## config.mk

```make
export PLATFORM = sky130hd
export DESIGN_NAME = kmp_nth_occurrence_search_unit_flat
export DESIGN_NICKNAME = d
export VERILOG_FILES = /design/src/sv/kmpnth_pkg.sv /design/src/sv/kmpnth_req_if.sv /design/src/sv/kmpnth_rsp_if.sv /design/src/sv/kmpnth_cell.sv /design/src/sv/kmp_nth_occurrence_search_unit.sv /design/src/flat_wrapper.sv
export SDC_FILE = /design/constraint.sdc
export NUM_CORES = 1
export LEC_CHECK = 0
export ABC_AREA = 1
export ABC_CLOCK_PERIOD_IN_PS = 6400
export BUFFER_PORTS_ARGS = -buffer_cell sky130_fd_sc_hd__buf_2
export CAP_MARGIN = 20
export CORE_MARGIN = 1
export CORE_UTILIZATION = 68
export DETAILED_ROUTE_END_ITERATION = 10
export PLACE_DENSITY = 0.85
export SLEW_MARGIN = 30
export SYNTH_ARGS = -nofsm -noshare
export SYNTH_HDL_FRONTEND = slang
export SYNTH_SLANG_ARGS = --single-unit
```

## constraint.sdc

```tcl
create_clock -name i_clk -period 6.4 [get_ports i_clk]
set_input_delay 1.28 -clock i_clk [delete_from_list [all_inputs] [get_ports i_clk]]
set_output_delay 1.28 -clock i_clk [all_outputs]
set_load 0.02 [all_outputs]
```

## src/sv/kmpnth_pkg.sv

```systemverilog
`default_nettype none

package kmpnth_pkg;

    // Result codes carried on the response channel
    typedef enum logic [2:0] {
        ST_NONE      = 3'd0,
        ST_FOUND     = 3'd1,
        ST_NOT_FOUND = 3'd2,
        ST_STORED    = 3'd3,
        ST_ERROR     = 3'd4
    } t_status;

    // Request command codes
    localparam logic CMD_PATTERN = 1'b0;
    localparam logic CMD_TEXT    = 1'b1;

    localparam int unsigned BYTE_W = 8;
    localparam int unsigned OCC_W  = 16;
    localparam int unsigned POS_W  = 16;

    // Per-cell control: load a pattern byte, or step the match bit on a text byte
    typedef struct packed {
        logic              load;
        logic              step;
        logic [BYTE_W-1:0] data;
    } t_cell_ctl;

endpackage

`default_nettype wire

```

## src/sv/kmpnth_req_if.sv

```systemverilog
`default_nettype none

interface kmpnth_req_if import kmpnth_pkg::*; ();
    logic              valid;
    logic              ready;
    logic              command;
    logic              first;
    logic              last;
    logic [BYTE_W-1:0] data_byte;

    modport source (output valid, command, first, last, data_byte, input ready);
    modport sink   (input valid, command, first, last, data_byte, output ready);
endinterface

`default_nettype wire

```

## src/sv/kmpnth_rsp_if.sv

```systemverilog
`default_nettype none

interface kmpnth_rsp_if import kmpnth_pkg::*; ();
    logic             valid;
    logic             ready;
    t_status          status;
    logic [POS_W-1:0] position;

    modport source (output valid, status, position, input ready);
    modport sink   (input valid, status, position, output ready);
endinterface

`default_nettype wire

```

## src/sv/kmpnth_cell.sv

```systemverilog
`default_nettype none

// One pattern position: holds its pattern byte and whether the text seen so far
// ends in a match of the pattern prefix up to and including this position.
module kmpnth_cell import kmpnth_pkg::*; (
    input  wire logic      i_clk,
    input  wire logic      i_rst_n,
    input  wire t_cell_ctl i_ctl,
    input  wire logic      i_match,
    output logic           o_match
);

    logic [BYTE_W-1:0] r_pat;
    logic              r_match;

    always_ff @(posedge i_clk) begin
        if (i_ctl.load) begin
            r_pat <= i_ctl.data;
        end
    end

    always_ff @(posedge i_clk) begin
        if (!i_rst_n) begin
            r_match <= 1'b0;
        end else if (i_ctl.step) begin
            r_match <= i_match && (i_ctl.data == r_pat);
        end
    end

    assign o_match = r_match;

endmodule

`default_nettype wire

```

## src/sv/kmp_nth_occurrence_search_unit.sv

```systemverilog
`default_nettype none

// Pattern search unit reporting the n-th (possibly overlapping) occurrence of a
// byte pattern in a byte stream, with the answers of Knuth-Morris-Pratt search.
// Send pattern bytes (command 0, first on the opening byte) and then text bytes
// (command 1, first on the opening byte, last on the closing one); every request
// gives exactly one response. Pattern bytes answer "stored" or "error" (pattern
// longer than MAX_PATTERN). Text bytes answer "no result yet", "found" with the
// start position of the wanted occurrence, "not found" on the last byte, or
// "error" (no valid pattern, or text longer than MAX_TEXT). After a find or an
// error, text is ignored until a byte with first set. Any pattern byte ends a
// running search. The user writes the occurrence number to report (default 1)
// on the cfg port only while the unit is idle; the unit does not enforce this.
// Each request is taken, stepping the row of MAX_PATTERN match cells (one per
// pattern byte, each passing its match bit to its neighbour), then resolved: the
// tap at the pattern length is picked, the occurrence counted and the response
// register loaded. A waiting response does not stop the next request being taken;
// only a second finished response with the first still untaken holds the unit.
module kmp_nth_occurrence_search_unit import kmpnth_pkg::*; #(
    parameter int unsigned MAX_PATTERN = 64,
    parameter int unsigned MAX_TEXT    = 65536
) (
    input  wire logic              i_clk,
    input  wire logic              i_rst_n,
    input  wire logic              i_cfg_wr_en,
    input  wire logic [OCC_W-1:0]  i_cfg_wr_data,
    kmpnth_req_if.sink             i_req,
    kmpnth_rsp_if.source           o_rsp
);

    localparam int unsigned CNT_W = $clog2(MAX_PATTERN + 1);
    localparam int unsigned IDX_W = (MAX_PATTERN > 1) ? $clog2(MAX_PATTERN) : 1;
    localparam int unsigned TXT_W = $clog2(MAX_TEXT + 1);
    localparam int unsigned DIF_W = (TXT_W > POS_W) ? TXT_W : POS_W;

    typedef enum logic {
        PH_TAKE,
        PH_RESOLVE
    } t_phase;

    t_phase            r_phase;
    logic [OCC_W-1:0]  r_wanted;
    logic [CNT_W-1:0]  r_count;
    logic              r_ovf;
    logic [TXT_W-1:0]  r_ti;
    logic [OCC_W-1:0]  r_occ;
    logic              r_fin;
    t_status           r_pend_status;
    logic              r_pend_search;
    logic              r_pend_last;
    logic              r_out_valid;
    t_status           r_out_status;
    logic [POS_W-1:0]  r_out_pos;

    logic              take;
    logic [CNT_W-1:0]  eff_count;
    logic              eff_ovf;
    logic              pat_full;
    logic              eff_fin;
    logic [TXT_W-1:0]  eff_ti;
    logic              txt_err;
    logic              load_en;
    logic              step_en;
    logic              clear;
    logic [MAX_PATTERN-1:0] match_vec;
    logic [MAX_PATTERN-1:0] chain_in;
    t_cell_ctl         cell_ctl [MAX_PATTERN];

    logic [CNT_W-1:0]  cm1;
    logic              hit;
    logic [OCC_W-1:0]  occ_inc;
    logic [DIF_W-1:0]  pos_diff;
    logic              out_free;
    logic              resolve_en;

    // ---- request side: classify the request against the held state ----
    assign take      = i_req.valid && i_req.ready;
    assign i_req.ready = (r_phase == PH_TAKE);

    // A first mark restarts the pattern or the text before this byte is handled
    assign eff_count = i_req.first ? '0 : r_count;
    assign eff_ovf   = i_req.first ? 1'b0 : r_ovf;
    assign pat_full  = eff_ovf || (eff_count >= CNT_W'(MAX_PATTERN));
    assign eff_fin   = i_req.first ? 1'b0 : r_fin;
    assign eff_ti    = i_req.first ? '0 : r_ti;
    assign txt_err   = (r_count == '0) || r_ovf || (eff_ti >= TXT_W'(MAX_TEXT));

    assign load_en = take && (i_req.command == CMD_PATTERN) && !pat_full;
    assign step_en = take && (i_req.command == CMD_TEXT) && !eff_fin && !txt_err;
    assign clear   = i_req.first;

    // ---- the cell row ----
    // Cell 0 always has an empty prefix behind it; the others take the
    // neighbour's match bit, dropped when a new text starts.
    for (genvar k = 0; k < MAX_PATTERN; k++) begin : g_cell
        if (k == 0) begin : g_head
            assign chain_in[k] = 1'b1;
        end else begin : g_body
            assign chain_in[k] = !clear && match_vec[k-1];
        end

        assign cell_ctl[k] = '{
            load: load_en && (eff_count == CNT_W'(k)),
            step: step_en,
            data: i_req.data_byte
        };

        kmpnth_cell u_cell (
            .i_clk   (i_clk),
            .i_rst_n (i_rst_n),
            .i_ctl   (cell_ctl[k]),
            .i_match (chain_in[k]),
            .o_match (match_vec[k])
        );
    end

    // ---- resolve side: tap at the pattern length, count, form the response ----
    assign cm1      = r_count - CNT_W'(1);
    assign hit      = match_vec[cm1[IDX_W-1:0]];
    assign occ_inc  = (r_occ != {OCC_W{1'b1}}) ? (r_occ + OCC_W'(1)) : r_occ;
    // r_ti already advanced past this byte, so this is the start index
    assign pos_diff = DIF_W'(r_ti) - DIF_W'(r_count);
    assign out_free = !r_out_valid || o_rsp.ready;
    assign resolve_en = (r_phase == PH_RESOLVE) && out_free;

    always_ff @(posedge i_clk) begin
        if (!i_rst_n) begin
            r_phase       <= PH_TAKE;
            r_wanted      <= OCC_W'(1);
            r_count       <= '0;
            r_ovf         <= 1'b0;
            r_ti          <= '0;
            r_occ         <= '0;
            r_fin         <= 1'b0;
            r_pend_search <= 1'b0;
            r_pend_last   <= 1'b0;
            r_pend_status <= ST_NONE;
            r_out_valid   <= 1'b0;
            r_out_status  <= ST_NONE;
            r_out_pos     <= '0;
        end else begin
            if (i_cfg_wr_en) begin
                r_wanted <= i_cfg_wr_data;
            end

            // Raise the response when one is formed; drop it once the sink has taken it
            if (resolve_en) begin
                r_out_valid <= 1'b1;
            end else if (o_rsp.ready) begin
                r_out_valid <= 1'b0;
            end

            case (r_phase)
                PH_TAKE: begin
                    if (take) begin
                        r_phase       <= PH_RESOLVE;
                        r_pend_last   <= i_req.last;
                        if (i_req.command == CMD_PATTERN) begin
                            r_pend_search <= 1'b0;
                            r_fin         <= 1'b1;
                            if (pat_full) begin
                                r_ovf         <= 1'b1;
                                r_count       <= eff_count;
                                r_pend_status <= ST_ERROR;
                            end else begin
                                r_ovf         <= 1'b0;
                                r_count       <= eff_count + CNT_W'(1);
                                r_pend_status <= ST_STORED;
                            end
                        end else begin
                            if (i_req.first) begin
                                r_occ <= '0;
                            end
                            if (eff_fin) begin
                                r_pend_status <= ST_NONE;
                                r_pend_search <= 1'b0;
                            end else if (txt_err) begin
                                r_pend_status <= ST_ERROR;
                                r_pend_search <= 1'b0;
                                r_ti          <= eff_ti;
                                r_fin         <= 1'b1;
                            end else begin
                                r_pend_status <= ST_NONE;
                                r_pend_search <= 1'b1;
                                r_ti          <= eff_ti + TXT_W'(1);
                                r_fin         <= 1'b0;
                            end
                        end
                    end
                end
                PH_RESOLVE: begin
                    // Hold here until the output register is free
                    if (resolve_en) begin
                        r_phase <= PH_TAKE;
                        if (!r_pend_search) begin
                            r_out_status <= r_pend_status;
                            r_out_pos    <= '0;
                        end else if (hit && (occ_inc == r_wanted)) begin
                            r_occ        <= occ_inc;
                            r_out_status <= ST_FOUND;
                            r_out_pos    <= pos_diff[POS_W-1:0];
                            r_fin        <= 1'b1;
                        end else begin
                            if (hit) begin
                                r_occ <= occ_inc;
                            end
                            r_out_pos <= '0;
                            if (r_pend_last) begin
                                r_out_status <= ST_NOT_FOUND;
                                r_fin        <= 1'b1;
                            end else begin
                                r_out_status <= ST_NONE;
                            end
                        end
                    end
                end
                default: begin
                    r_phase <= PH_TAKE;
                end
            endcase
        end
    end

    assign o_rsp.valid    = r_out_valid;
    assign o_rsp.status   = r_out_status;
    assign o_rsp.position = r_out_pos;

endmodule

`default_nettype wire
```

## src/flat_wrapper.sv

```systemverilog
// flat-port wrapper written by rule: the top's interface ports become plain ports
module kmp_nth_occurrence_search_unit_flat import kmpnth_pkg::*;
#(
    parameter int unsigned MAX_PATTERN = 64,
    parameter int unsigned MAX_TEXT    = 65536
)
  (i_clk, i_rst_n, i_cfg_wr_en, i_cfg_wr_data, i_req_valid, i_req_command, i_req_first, i_req_last, i_req_data_byte, i_req_ready, o_rsp_valid, o_rsp_status, o_rsp_position, o_rsp_ready);
  kmpnth_req_if i_req_i ();
  kmpnth_rsp_if o_rsp_i ();
  input  wire logic i_clk;
  input  wire logic i_rst_n;
  input  wire logic i_cfg_wr_en;
  input  wire logic [OCC_W-1:0] i_cfg_wr_data;
  input wire logic [$bits(i_req_i.valid)-1:0] i_req_valid;
  input wire logic [$bits(i_req_i.command)-1:0] i_req_command;
  input wire logic [$bits(i_req_i.first)-1:0] i_req_first;
  input wire logic [$bits(i_req_i.last)-1:0] i_req_last;
  input wire logic [$bits(i_req_i.data_byte)-1:0] i_req_data_byte;
  output wire logic [$bits(i_req_i.ready)-1:0] i_req_ready;
  output wire logic [$bits(o_rsp_i.valid)-1:0] o_rsp_valid;
  output wire logic [$bits(o_rsp_i.status)-1:0] o_rsp_status;
  output wire logic [$bits(o_rsp_i.position)-1:0] o_rsp_position;
  input wire logic [$bits(o_rsp_i.ready)-1:0] o_rsp_ready;
  assign i_req_i.valid = i_req_valid;
  assign i_req_i.command = i_req_command;
  assign i_req_i.first = i_req_first;
  assign i_req_i.last = i_req_last;
  assign i_req_i.data_byte = i_req_data_byte;
  assign i_req_ready = i_req_i.ready;
  assign o_rsp_valid = o_rsp_i.valid;
  assign o_rsp_status = o_rsp_i.status;
  assign o_rsp_position = o_rsp_i.position;
  assign o_rsp_i.ready = o_rsp_ready;
  kmp_nth_occurrence_search_unit #(.MAX_PATTERN(MAX_PATTERN), .MAX_TEXT(MAX_TEXT)) u_core (.i_clk(i_clk), .i_rst_n(i_rst_n), .i_cfg_wr_en(i_cfg_wr_en), .i_cfg_wr_data(i_cfg_wr_data), .i_req(i_req_i), .o_rsp(o_rsp_i));
endmodule
```

After elaboration in Yosys (flattened, before gate mapping)

Index checks and enable logic that the tools add are counted.

Bits in registers: 660
Input bits: 32
Output and inout bits: 21
Word-level logic and storage cells: 549

$add $sub $neg: 5
Order comparisons: 3
Equal/unequal tests: 137
Mux-type cells: 44
Bitwise gates (word level): 3
Reduce and logical (&&, ||, !) cells: 216

Operators by type and width:

| operator                                                         | number |
|---|---|
| 8-bit == test                                                    | 64 |
| 7-bit by 6-bit == test with 1-bit output (second input constant) | 32 |
| 1-bit logical AND                                                | 198 |
| 16-bit 2-to-1 mux                                                | 10 |
| 7-bit by 5-bit == test with 1-bit output (second input constant) | 16 |
| 7-bit by 4-bit == test with 1-bit output (second input constant) | 8 |
| 17-bit 2-to-1 mux                                                | 2 |
| 16-bit case mux with 2 select lines                              | 1 |
| 7-bit by 3-bit == test with 1-bit output (second input constant) | 4 |
| 1-bit 2-to-1 mux                                                 | 19 |
| 3-bit 2-to-1 mux                                                 | 6 |
| 17-bit by 1-bit adder with 17-bit output (second input constant) | 1 |
| 17-bit greater-or-equal comparator (second input constant)       | 1 |
| 16-bit by 1-bit adder with 16-bit output (second input constant) | 1 |
| 16-bit == test                                                   | 1 |
| 16-bit != test (second input constant)                           | 1 |
| 16-bit by 7-bit subtractor with 16-bit output                    | 1 |
| 7-bit by 2-bit == test with 1-bit output (second input constant) | 2 |
| 7-bit zero test                                                  | 2 |
| 7-bit 2-to-1 mux                                                 | 2 |
| 2-bit != test (second input constant)                            | 5 |
| 3-bit != test (second input constant)                            | 3 |
| 7-bit by 1-bit adder with 7-bit output (second input constant)   | 1 |
| 7-bit by 1-bit == test with 1-bit output (second input constant) | 1 |
| 15 further kinds                                                 | 26 |

Longest topological paths before layout

Gate-level depths: netlist of run 1.

Depth after elaboration: 8
Gate-level depth with buffers: 20
Gate-level depth less buffers: 18

Hierarchy

A second synthesis of run 1 with hierarchy kept.

Cells, all modules: 4,441
Area, all modules: 34,181.5 um^2

Modules (own cells, without submodules):

| module                         | instances | cells each | area an instance (um^2) | seq. area each (um^2) |
|---|---|---|---|---|
| kmpnth_cell                    | 64        | 52         | 432.9                   | 260.2 |
| kmp_nth_occurrence_search_unit | 1         | 1,113      | 6,475.0                 | 1,661.6 |

Least setup slack after synthesis of run 1

Ideal clock, no wire load.

Kind: input to register
Start point: input port i_req_first
End point: register u_core.g_cell[18].u_cell.r_pat[0] (enable)
Library setup time: 370 ps
Arrival: 3,130 ps
Required time: 6,030 ps
Path slack: 2,900 ps
Stages: 10
Path buffers: 3
Path through: clkbuf_1 > clkbuf_1 > clkbuf_1 > nor2_1 > inv_1 > ha_1 > inv_1 > nor2_1 > nand2_1 > nor2_1

RTL lines:

| what                 | RTL line           | text |
|---|---|---|
| from (decl)          | flat_wrapper.sv:16 | `input wire logic [$bits(i_req_i.first)-1:0] i_req_first;` |
| to (signal assigned) | kmpnth_cell.sv:18  | `r_pat <= i_ctl.data;` |
| to (decl)            | kmpnth_cell.sv:13  | `logic [BYTE_W-1:0] r_pat;` |

Final worst setup path of run 1

Start point: register u_core.r_count[0]
End point: register u_core.r_occ[6]

Cells in the longest elaborated chain, start to end: 8
Elaborated cells on any way between the ends: 10
Those cells by class: 1 x add/sub; 1 x eq/ne; 6 x mux; 2 x reduce/logical

RTL lines:

| what                                          | RTL line                              | text |
|---|---|---|
| from (decl)                                   | kmp_nth_occurrence_search_unit.sv:43  | `logic [CNT_W-1:0] r_count;` |
| from (signal assigned)                        | kmp_nth_occurrence_search_unit.sv:163 | `r_count <= eff_count;` |
| from (signal assigned)                        | kmp_nth_occurrence_search_unit.sv:167 | `r_count <= eff_count + CNT_W'(1);` |
| 6-bit by 1-bit subtractor with 6-bit output * | kmp_nth_occurrence_search_unit.sv:118 | `assign cm1 = r_count - CNT_W'(1);` |
| 1-bit binary-select mux with 6-bit select *   | kmp_nth_occurrence_search_unit.sv:119 | `assign hit = match_vec[cm1[IDX_W-1:0]];` |
| 1-bit 2-to-1 mux (implied by the code) *      | kmp_nth_occurrence_search_unit.sv:119 |  |
| 1-bit logical AND                             | kmp_nth_occurrence_search_unit.sv:198 | `end else if (hit && (occ_inc == r_wanted)) begin` |
| 16-bit 2-to-1 mux                             | kmp_nth_occurrence_search_unit.sv:198 |  |
| 16-bit 2-to-1 mux                             | kmp_nth_occurrence_search_unit.sv:195 | `if (!r_pend_search) begin` |
| 16-bit 2-to-1 mux                             | kmp_nth_occurrence_search_unit.sv:193 | `if (resolve_en) begin` |
| 16-bit case mux with 2 select lines           | kmp_nth_occurrence_search_unit.sv:153 | `case (r_phase)` |
| to (signal assigned)                          | kmp_nth_occurrence_search_unit.sv:199 | `r_occ <= occ_inc;` |
| to (signal assigned)                          | kmp_nth_occurrence_search_unit.sv:205 | `r_occ <= occ_inc;` |
| to (decl)                                     | kmp_nth_occurrence_search_unit.sv:46  | `logic [OCC_W-1:0] r_occ;` |

Mark *: on every way between the ends. The rest lies on a longest branch, timed or not. The select of a mux whose other input is x is not followed.
A chain may end at the register's enable or synchronous reset.

==> results of run 1 <==
## cell families after synthesis
| kind of cell | after synthesis | synth area share (%) |
|---|---|---|
| adder cells (fa/ha/maj) | 15 | 0.6601 |
| flip-flops | 659 | 61.94 |
| XOR/XNOR | 200 | 5.949 |
| AND/OR/NAND/NOR | 1089 | 16.28 |
| AO/OA/AOI/OAI | 537 | 11.02 |
| buffers and inverters | 317 | 4.151 |
## critical path: cells and delay by family (launching register included)
kind            cells  cell delay, ps
compound gates      2             250
fa+ha+maj           1             770
buf+inv             4            1610
flops               1             310
simple gates       10            1320
## worst max-delay path by stage
stage / to / depth (start not counted) / slack (ps)
floorplan: u_core.g_cell[18].u_cell.r_pat[0]$_DFFE_PP_ / 10 / 2900
global placement: u_core.g_cell[17].u_cell.r_pat[4]$_DFFE_PP_ / 7 / 2000
detailed placement: u_core.g_cell[17].u_cell.r_pat[1]$_DFFE_PP_ / 7 / 1880
CTS: u_core.r_occ[6]$_SDFFE_PN0P_ / 17 / 2090
global route: u_core.r_occ[5]$_SDFFE_PN0P_ / 17 / 1640
finish: u_core.r_occ[6]$_SDFFE_PN0P_ / 17 / 2000
## power groups by stage
stage                     sequential, mW  combinational, mW  clock (mW)
final                               4.66              0.616        3.83
after global routing                4.66              0.660        4.01
after CTS                           4.66              0.601        3.85
after detailed placement            4.75              0.594           0
after global placement              4.75              0.575           0
after floorplan                     4.74              0.379           0
## cells in the final DEF (no fill, tap or decap), types with 69 or more instances in the layout
cell	synthesis	routed
edfxtp_1	512	512
o21ai_0	180	180
nand3_1	113	113
xnor2_1	77	77
clkbuf_16	0	69
dfxtp_1	147	146
nand2_1	500	498
a21oi_1	145	145
xor2_1	122	122
inv_1	149	147
nor2_1	256	255
## layout make-up
type	count	share of cell area, %
antenna	1	0.007715
clock buffer	92	5.806
clock inverter	30	0.8217
inverter	165	1.940
multi-input combinational	1841	30.98
sequential	659	56.48
tap	585	2.257
timing repair buffer	84	1.709
## through the flow
stage	power, mW	hold WS, ps	instances	utilization [%]	worst slack [ps]
floorplan	5.122	429.8	2817	-	2900
global placement	5.325	434.3	3334	70.44	2003
detailed placement	5.345	435.3	3334	70.45	1876
CTS	9.114	451.2	3456	75.45	2087
global route	9.333	464.8	3456	75.46	1636
finish	9.109	448.6	3457	75.46	2003
## routing by layer
metal	up-vias	share of wire, %
met5	-	0
met2	1678	47
met4	0	4.6
met1	10860	37
li1	10010	-
met3	306	12
## sequential cells by signal, indices dropped and copies added (netlist names)
register                      count
u_core.r_pend_last                1
u_core.r_fin                      1
u_core.o_rsp.status               3
u_core.r_pend_search              1
u_core.g_cell.u_cell.o_match     64
u_core.r_ti                      17
u_core.g_cell.u_cell.r_pat      512
u_core.o_rsp.valid                1
u_core.r_occ                     16
u_core.r_wanted                  16
u_core.o_rsp.position            16
u_core.r_ovf                      1
u_core.r_pend_status              2
u_core.r_phase                    1
u_core.r_count                    7
==> impl_results.html, run 1 <==
<table>
<tr><th>Metric</th><th>Value</th></tr>
<tr><th colspan="2">Clocking</th></tr>
<tr><td>Hold_buf cts</td><td>0</td></tr>
<tr><td>Resized cells post-CTS</td><td>0</td></tr>
<tr><td>Number of buffers inserted during clock tree synthesis</td><td>67</td></tr>
<tr><td>CTS Sinks</td><td>659</td></tr>
<tr><td>Postcts setup bufs</td><td>0</td></tr>
<tr><td>Worst-Skew Late Latency</td><td>around 620 ps</td></tr>
<tr><td>Maximum clock insertion buffer count</td><td>3</td></tr>
<tr><td>H-tree depth</td><td>3</td></tr>
<tr><td>Clock slew at the register clock pins of the worst setup and hold paths</td><td>around 60 ps</td></tr>
<tr><td>Clk Tree Root Cell</td><td>clkbuf_16</td></tr>
<tr><td>CTS tree</td><td>done</td></tr>
<tr><th colspan="2">Placed design</th></tr>
<tr><td>Placed cell area</td><td>30,280 um2</td></tr>
<tr><td>Gp weighted congestion</td><td>approximately 1</td></tr>
<tr><td>HPWL reported at the end of detailed placement</td><td>45,290 um</td></tr>
<tr><td>Number of buffer cells added on primary ports</td><td>52</td></tr>
<tr><th colspan="2">Route</th></tr>
<tr><td>Via total after detailed routing</td><td>around 23,000</td></tr>
<tr><td>Count of TritonRoute iterations in the first routing pass</td><td>6</td></tr>
<tr><td>Number of DRC violations after detailed routing</td><td>0</td></tr>
<tr><td>Vias per cell</td><td>around 6.6</td></tr>
<tr><td>Post-detailed-route wirelength per cell</td><td>around 23 um</td></tr>
<tr><td>DR iter-0 viols</td><td>around 3,200</td></tr>
<tr><td>Antenna Violating Nets Remaining</td><td>0</td></tr>
<tr><td>Routed wire length</td><td>between 70,000 and 80,000 um</td></tr>
<tr><th colspan="2">Timing</th></tr>
<tr><td>Final Max Slew Viols</td><td>0</td></tr>
<tr><td>Post-route clock skew</td><td>20.63 ps</td></tr>
<tr><td>Setup TNS</td><td>0 ps</td></tr>
<tr><td>Max-slew headroom</td><td>between 20% and 30%</td></tr>
<tr><td>Unrepaired setup endpoints after global routing</td><td>no</td></tr>
<tr><td>Post-route fraction of the period consumed by the critical path</td><td>approximately 69%</td></tr>
<tr><td>Maximum clock frequency</td><td>227.4 MHz</td></tr>
<tr><td>Minimum clock period after layout</td><td>about 4400 ps</td></tr>
<tr><td>Pin slew with the least headroom to its limit</td><td>1082 ps</td></tr>
<tr><td>Final setup violation count</td><td>0</td></tr>
<tr><td>Final Hold Vio Count</td><td>0</td></tr>
<tr><th colspan="2">Yosys</th></tr>
<tr><td>Number of synthesized flops with an enable pin</td><td>~500</td></tr>
<tr><td>Library cell with the largest summed area after synthesis</td><td>edfxtp_1</td></tr>
<tr><td>Total nets after synthesis</td><td>about 2,900</td></tr>
<tr><td>Commonest cells post-synth</td><td>edfxtp_1 (512), nand2_1 (500), nor2_1 (256), o21ai_0 (180), inv_1 (149)</td></tr>
<tr><td>Library cell with the highest instance count after synthesis</td><td>edfxtp_1</td></tr>
<tr><td>Area share of the largest cell type after synthesis</td><td>between 50% and 60%</td></tr>
<tr><td>Synth Register Bits</td><td>~660</td></tr>
<tr><td>Cell count after synthesis</td><td>~2,800</td></tr>
<tr><td>Mapped Avg Cell Area</td><td>~10 um2</td></tr>
<tr><td>Post-Synthesis Cell Area</td><td>29,570 um2</td></tr>
<tr><td>Number of warnings reported in the yosys synthesis log</td><td>0</td></tr>
<tr><td>Primary FF master, synth</td><td>edfxtp_1</td></tr>
<tr><td>Largest cells by area after synthesis</td><td>edfxtp_1 (52%), dfxtp_1 (10%), nand2_1 (6.3%)</td></tr>
<tr><td>Async S/R FF share, synth</td><td>0%</td></tr>
<tr><td>Count of different cell masters after synthesis</td><td>between 50 and 60</td></tr>
<tr><td>Post-synthesis sequential area ratio</td><td>between 60% and 70%</td></tr>
<tr><th colspan="2">Setup path</th></tr>
<tr><td>Launch point of the worst path</td><td>u_core.r_count[0]$_SDFFE_PN0P_</td></tr>
<tr><td>Launch point of the worst reg-to-reg path</td><td>u_core.r_count[0]$_SDFFE_PN0P_</td></tr>
<tr><td>Arrival time of data at the critical path endpoint</td><td>slightly below 5000 ps</td></tr>
<tr><td>Data required time of the worst path</td><td>approximately 7000 ps</td></tr>
<tr><td>Cell chain of the critical path</td><td>buf_4, inv_1, ha_1, inv_1, nor2_1, o21ai_0, nand3_1, nand3_1, nand3_1, nand3_1, nand2_1, nand2_1, nand2_1, nand2_1, inv_1, nand3_1, a21oi_1</td></tr>
<tr><td>Most used cell along the critical path</td><td>nand3_1</td></tr>
<tr><td>Delay of the slowest cell on the worst path</td><td>a little under 800 ps</td></tr>
<tr><td>Worst reg-to-reg setup slack</td><td>around 2000 ps</td></tr>
<tr><td>Crit path capture type</td><td>register</td></tr>
<tr><td>Cell type of the slowest stage on the worst timing path</td><td>ha_1</td></tr>
<tr><td>Length in cells of the worst reg-to-reg path</td><td>17</td></tr>
<tr><td>Startpoint class of the critical path</td><td>register</td></tr>
<tr><td>Type of the worst setup path</td><td>reg -&gt; reg</td></tr>
<tr><td>Worst-path maximum fanout</td><td>48</td></tr>
<tr><td>Reg2Reg Capture Point</td><td>u_core.r_occ[6]$_SDFFE_PN0P_</td></tr>
<tr><th colspan="2">Final layout</th></tr>
<tr><td># fillers</td><td>2,640</td></tr>
<tr><td>Area used by multi-input combinational logic</td><td>around 10,000 um2</td></tr>
<tr><td>Share of post-route cells with drive strength above 1</td><td>about 9.1%</td></tr>
<tr><td>Net total in the final layout</td><td>2,865</td></tr>
<tr><td>Area of all placed cells without fillers</td><td>~32,000 um2</td></tr>
<tr><td>Area taken by flip-flops and latches</td><td>18,320 um2</td></tr>
<tr><td>Post-synthesis to final-layout area growth</td><td>9.685%</td></tr>
<tr><th colspan="2">Floorplan</th></tr>
<tr><td>Core box area</td><td>roughly 43,000 um2</td></tr>
<tr><td>I/O pin total</td><td>53</td></tr>
<tr><td>Die extent in y</td><td>roughly 210 um</td></tr>
<tr><td>Initial core utilization</td><td>68.80%</td></tr>
<tr><td>Area enclosed by the die boundary</td><td>~44,000 um2</td></tr>
<tr><td>Number of cell rows</td><td>between 70 and 80</td></tr>
<tr><td>Die Span X</td><td>between 200 and 250 um</td></tr>
<tr><th colspan="2">Power and ir drop</th></tr>
<tr><td>Clock Power Share</td><td>between 40% and 50%</td></tr>
<tr><td>Combinational Power Share</td><td>under 10%</td></tr>
<tr><td>Leakage component of the power</td><td>approximately 11 nW</td></tr>
<tr><td>Total power per unit cell area</td><td>~280 nW/um2</td></tr>
<tr><td>Switching power total</td><td>roughly 2.1 mW</td></tr>
<tr><td>Fraction of power spent switching nets</td><td>between 20% and 30%</td></tr>
<tr><td>Portion of total power attributed to sequential cells</td><td>approximately half</td></tr>
<tr><td>Internal cell power</td><td>~7 mW</td></tr>
<tr><td>Max rail drop VDD</td><td>0.2412 mV</td></tr>
<tr><th colspan="2">Worst hold path</th></tr>
<tr><td>Number of cells traversed by the worst hold path</td><td>2</td></tr>
<tr><td>Startpoint of the tightest hold check path</td><td>u_core.o_rsp.position[11]$_SDFFE_PN0P_</td></tr>
<tr><td>Worst Hold Path EP</td><td>u_core.o_rsp.position[11]$_SDFFE_PN0P_</td></tr>
<tr><td>Classification of the worst-slack hold path</td><td>reg -&gt; reg</td></tr>
<tr><th colspan="2">Global routing</th></tr>
<tr><td>Vias in the first global route</td><td>around 22,000</td></tr>
<tr><td>First-pass GRT wire length</td><td>119,500 um</td></tr>
<tr><td>Largest net degree at the start of global routing</td><td>91</td></tr>
<tr><td>Total gr overflow</td><td>0</td></tr>
<tr><td>GRT Overall Usage</td><td>about 36%</td></tr>
<tr><td>Met2 routing resource usage after global routing</td><td>57.85%</td></tr>
<tr><td>M3 GR Usage</td><td>between 7 and 8%</td></tr>
<tr><td>M1 GR Usage</td><td>a little under half</td></tr>
<tr><td>Layer with the highest usage</td><td>met2</td></tr>
<tr><td>Number of antenna violations at the first check in global routing</td><td>1</td></tr>
<tr><th colspan="2">Status</th></tr>
<tr><td>Run status</td><td>completed</td></tr>
<tr><th colspan="2">Run</th></tr>
<tr><td>Number of maximum-capacitance violations</td><td>0</td></tr>
</table>
(Power assumes the default switching activity.)
==> run 2: changes to the inputs <==
ABC_CLOCK_PERIOD_IN_PS = 4400   (was 6400)
CORE_UTILIZATION = 63   (was 68)
PLACE_DENSITY = 0.8   (was 0.85)
clock period = 4.4 ns   (was 6.4 ns; I/O delays follow)
==> impl_results.html, run 2 (synthesis results as in run 1) <==
<table>
<tr><th>Metric</th><th>Value</th></tr>
<tr><th colspan="2">Route</th></tr>
<tr><td>Antenna Violating Nets Remaining</td><td>0 (unchanged)</td></tr>
<tr><td>Post-detailed-route wirelength per cell</td><td>22.58 um (-1.2%)</td></tr>
<tr><td>Via total after detailed routing</td><td>22,640 (-0.93%)</td></tr>
<tr><td>Routed wire length</td><td>79,400 um (+0.45%)</td></tr>
<tr><td>Number of DRC violations after detailed routing</td><td>0 (unchanged)</td></tr>
<tr><td>Count of TritonRoute iterations in the first routing pass</td><td>8 (+2)</td></tr>
<tr><td>Vias per cell</td><td>6.439 (-2.6%)</td></tr>
<tr><td>DR iter-0 viols</td><td>2,853 (-11%)</td></tr>
<tr><th colspan="2">Setup path</th></tr>
<tr><td>Data required time of the worst path</td><td>4890 ps (-2030 ps)</td></tr>
<tr><td>Length in cells of the worst reg-to-reg path</td><td>17 (unchanged)</td></tr>
<tr><td>Type of the worst setup path</td><td>reg -&gt; reg</td></tr>
<tr><td>Worst-path maximum fanout</td><td>47 (-2.1%)</td></tr>
<tr><td>Launch point of the worst path</td><td>u_core.r_count[0]$_SDFFE_PN0P_</td></tr>
<tr><td>Crit path to</td><td>u_core.o_rsp.position[14]$_SDFFE_PN0P_</td></tr>
<tr><td>Crit path capture type</td><td>register</td></tr>
<tr><td>Reg2Reg Capture Point</td><td>u_core.o_rsp.position[14]$_SDFFE_PN0P_</td></tr>
<tr><td>Cell type of the slowest stage on the worst timing path</td><td>buf_4</td></tr>
<tr><td>Launch point of the worst reg-to-reg path</td><td>u_core.r_count[0]$_SDFFE_PN0P_</td></tr>
<tr><td>Arrival time of data at the critical path endpoint</td><td>3800 ps (-1120 ps)</td></tr>
<tr><td>Cell chain of the critical path</td><td>buf_4, ha_1, inv_1, fa_1, nand3_1, nand2_1, nand2_1, inv_1, or2_2, a21oi_1, nor2_1, nor2_1, nand3b_1, o21ai_0, inv_1, nand3_1, nand2_1</td></tr>
<tr><td>Dominant delay contributor by cell family on the critical path</td><td>simple AND/OR/NAND/NOR gates</td></tr>
<tr><td>Delay of the slowest cell on the worst path</td><td>510 ps (-260 ps)</td></tr>
<tr><td>Cell depth of the worst setup path</td><td>17 (unchanged)</td></tr>
<tr><td>CP bufs+invs</td><td>4 (unchanged)</td></tr>
<tr><td>Worst reg-to-reg setup slack</td><td>1090 ps (-920 ps)</td></tr>
<tr><td>Startpoint class of the critical path</td><td>register</td></tr>
<tr><th colspan="2">Final layout</th></tr>
<tr><td>Number of flip-flops under the largest register name</td><td>512 (unchanged)</td></tr>
<tr><td>Most frequent standard cell in the layout excluding fill and tap cells</td><td>edfxtp_1</td></tr>
<tr><td>Share of post-route cells with drive strength above 1</td><td>10.11% (+0.98 points)</td></tr>
<tr><td># fillers</td><td>3,209 (+22%)</td></tr>
<tr><td>Number of standard cells in the layout, taps in and fillers out</td><td>3,516 (+1.7%)</td></tr>
<tr><td>Leading cell types in the layout, fill and taps excluded</td><td>edfxtp_1 (512), nand2_1 (499), nor2_1 (255)</td></tr>
<tr><td>Post-synthesis to final-layout area growth</td><td>11.08%</td></tr>
<tr><td>Most flop-heavy register</td><td>u_core.g_cell.u_cell.r_pat</td></tr>
<tr><td>Net total in the final layout</td><td>2,904 (+1.4%)</td></tr>
<tr><th colspan="2">Floorplan</th></tr>
<tr><td>Area enclosed by the die boundary</td><td>47,810 um2 (+7.9%)</td></tr>
<tr><td>Die extent in y</td><td>218.7 um (+3.9%)</td></tr>
<tr><td>Number of cell rows</td><td>79 (+3.9%)</td></tr>
<tr><td>I/O pin total</td><td>53 (unchanged)</td></tr>
<tr><td>Die Span X</td><td>218.7 um (+3.9%)</td></tr>
<tr><td>Initial core utilization</td><td>63.65% (-5.1 points)</td></tr>
<tr><td>Core box area</td><td>46,460 um2 (+8.1%)</td></tr>
<tr><th colspan="2">Timing</th></tr>
<tr><td>Minimum clock period after layout</td><td>3315 ps (-1083 ps)</td></tr>
<tr><td>Post-route clock skew</td><td>24.71 ps (+4.075 ps)</td></tr>
<tr><td>Unrepaired setup endpoints after global routing</td><td>no</td></tr>
<tr><td>Final Hold Vio Count</td><td>0 (unchanged)</td></tr>
<tr><td>Final Max Slew Viols</td><td>0 (unchanged)</td></tr>
<tr><td>Max-slew headroom</td><td>31.60% (+3.7 points)</td></tr>
<tr><td>Maximum clock frequency</td><td>301.7 MHz (+33%)</td></tr>
<tr><td>Worst Hold Slack</td><td>449.1 ps (+0.5390 ps)</td></tr>
<tr><td>Pin slew with the least headroom to its limit</td><td>1026 ps (-55.99 ps)</td></tr>
<tr><td>Crit path setup slack, layout</td><td>1085 ps (-917.3 ps)</td></tr>
<tr><td>Setup TNS</td><td>0 ps (unchanged)</td></tr>
<tr><td>Post-route fraction of the period consumed by the critical path</td><td>75.33% (+6.6 points)</td></tr>
<tr><td>Final setup violation count</td><td>0 (unchanged)</td></tr>
<tr><th colspan="2">Placed design</th></tr>
<tr><td>HPWL reported at the end of detailed placement</td><td>46,890 um (+3.5%)</td></tr>
<tr><td>Gp weighted congestion</td><td>0.9754 (-2.2%)</td></tr>
<tr><td>Placement Setup Slack</td><td>824.0 ps (-1052 ps)</td></tr>
<tr><td>Number of cells in the design after placement</td><td>3,395 (+1.8%)</td></tr>
<tr><td>Number of buffer cells added on primary ports</td><td>52 (unchanged)</td></tr>
<tr><th colspan="2">Worst hold path</th></tr>
<tr><td>Classification of the worst-slack hold path</td><td>reg -&gt; reg</td></tr>
<tr><th colspan="2">Power and ir drop</th></tr>
<tr><td>Power Total</td><td>13.34 mW (+47%)</td></tr>
<tr><td>Total power per unit cell area</td><td>406.2 nW/um2 (+45%)</td></tr>
<tr><td>Max rail drop VDD</td><td>0.3508 mV (+45%)</td></tr>
<tr><td>Leakage component of the power</td><td>11.33 nW (+2.1%)</td></tr>
<tr><th colspan="2">Run</th></tr>
<tr><td>Number of maximum-capacitance violations</td><td>0 (unchanged)</td></tr>
<tr><th colspan="2">Clocking</th></tr>
<tr><td>CTS Sinks</td><td>659 (unchanged)</td></tr>
<tr><td>Clock slew at the register clock pins of the worst setup and hold paths</td><td>60 ps (about the same)</td></tr>
<tr><td>Number of buffers inserted during clock tree synthesis</td><td>67 (unchanged)</td></tr>
<tr><td>CTS tree</td><td>done</td></tr>
<tr><td>Resized cells post-CTS</td><td>0 (unchanged)</td></tr>
<tr><td>Hold_buf cts</td><td>0 (unchanged)</td></tr>
<tr><td>Clk Tree Root Cell</td><td>clkbuf_16</td></tr>
<tr><td>Postcts setup bufs</td><td>0 (unchanged)</td></tr>
<tr><td>H-tree depth</td><td>3 (unchanged)</td></tr>
<tr><td>Worst-Skew Late Latency</td><td>610 ps (about the same)</td></tr>
<tr><td>Maximum clock insertion buffer count</td><td>3 (unchanged)</td></tr>
<tr><th colspan="2">Global routing</th></tr>
<tr><td>First-pass GRT wire length</td><td>121,200 um (+1.5%)</td></tr>
<tr><td>GRT Overall Usage</td><td>33.39% (-2.2 points)</td></tr>
<tr><td>Largest net degree at the start of global routing</td><td>109 (+20%)</td></tr>
<tr><td>Total gr overflow</td><td>0 (unchanged)</td></tr>
<tr><td>Vias in the first global route</td><td>22,140 (+1.1%)</td></tr>
<tr><td>Number of antenna violations at the first check in global routing</td><td>0 (-1)</td></tr>
<tr><th colspan="2">Status</th></tr>
<tr><td>Run status</td><td>completed</td></tr>
</table>
## run 2: cell count changes in the layout (fill, tap and decap cells not counted), sizes merged
cell	change
clkbuf	+9
inv	-4
buf	+39
clkinvlp	-2
clkinv	-7
bufinv	+2
## run 2: worst min-delay path by stage
stage / from / end / cells past startpoint
floorplan: u_core.g_cell[63].u_cell.o_match$_SDFFE_PN0P_ / u_core.g_cell[63].u_cell.o_match$_SDFFE_PN0P_ / 2
global placement: u_core.o_rsp.position[15]$_SDFFE_PN0P_ / u_core.o_rsp.position[15]$_SDFFE_PN0P_ / 2
detailed placement: u_core.o_rsp.position[14]$_SDFFE_PN0P_ / u_core.o_rsp.position[14]$_SDFFE_PN0P_ / 2
CTS: u_core.o_rsp.position[12]$_SDFFE_PN0P_ / u_core.o_rsp.position[12]$_SDFFE_PN0P_ / 2
global route: u_core.o_rsp.position[0]$_SDFFE_PN0P_ / u_core.o_rsp.position[0]$_SDFFE_PN0P_ / 2
finish: u_core.o_rsp.position[14]$_SDFFE_PN0P_ / u_core.o_rsp.position[14]$_SDFFE_PN0P_ / 2
## run 2: through the flow
| step | utilization (%) | instance area (um2) |
|---|---|---|
| final | 70.71 | 32850 |
| after CTS | 70.70 | 32850 |
| after detailed placement | 66.05 | 30690 |
| after global placement | 66.05 | 30680 |
| after floorplan | - | 29570 |
| after global routing | 70.70 | 32850 |
## run 2: metal layers
layer	up-vias	wire [um]	GRT usage, %
li1	10100	-	-
met1	10810	29510	43.17
met2	1467	37560	54.49
met3	264	9008	6.708
met4	0	3322	15.05
met5	-	0	0
## run 2: worst min-delay path, cell delays in order (launching register included)
cell	delay (ps)
dfxtp_1	300
nand2_1	60
nand2_1	40
## run 2: cell type report
cell class              count  area, um2  area share, %
flip-flops and latches    659      18320          55.77
inverters                 165      628.1          1.912
clock inverters            19      230.2         0.7009
multi-input cells        1841      10050          30.58
repair buffers            123      934.6          2.845
diodes                      1      2.502       0.007618
clock buffers             101       1928          5.870
well taps                 607      759.5          2.312
## run 2: where the power goes
group          leakage (nW)  total, mW  switching (mW)  internal [mW]
clock network          1.05       5.63            2.31           3.32
registers              5.79       6.78          0.0346           6.74
logic                  4.49      0.939           0.676          0.263
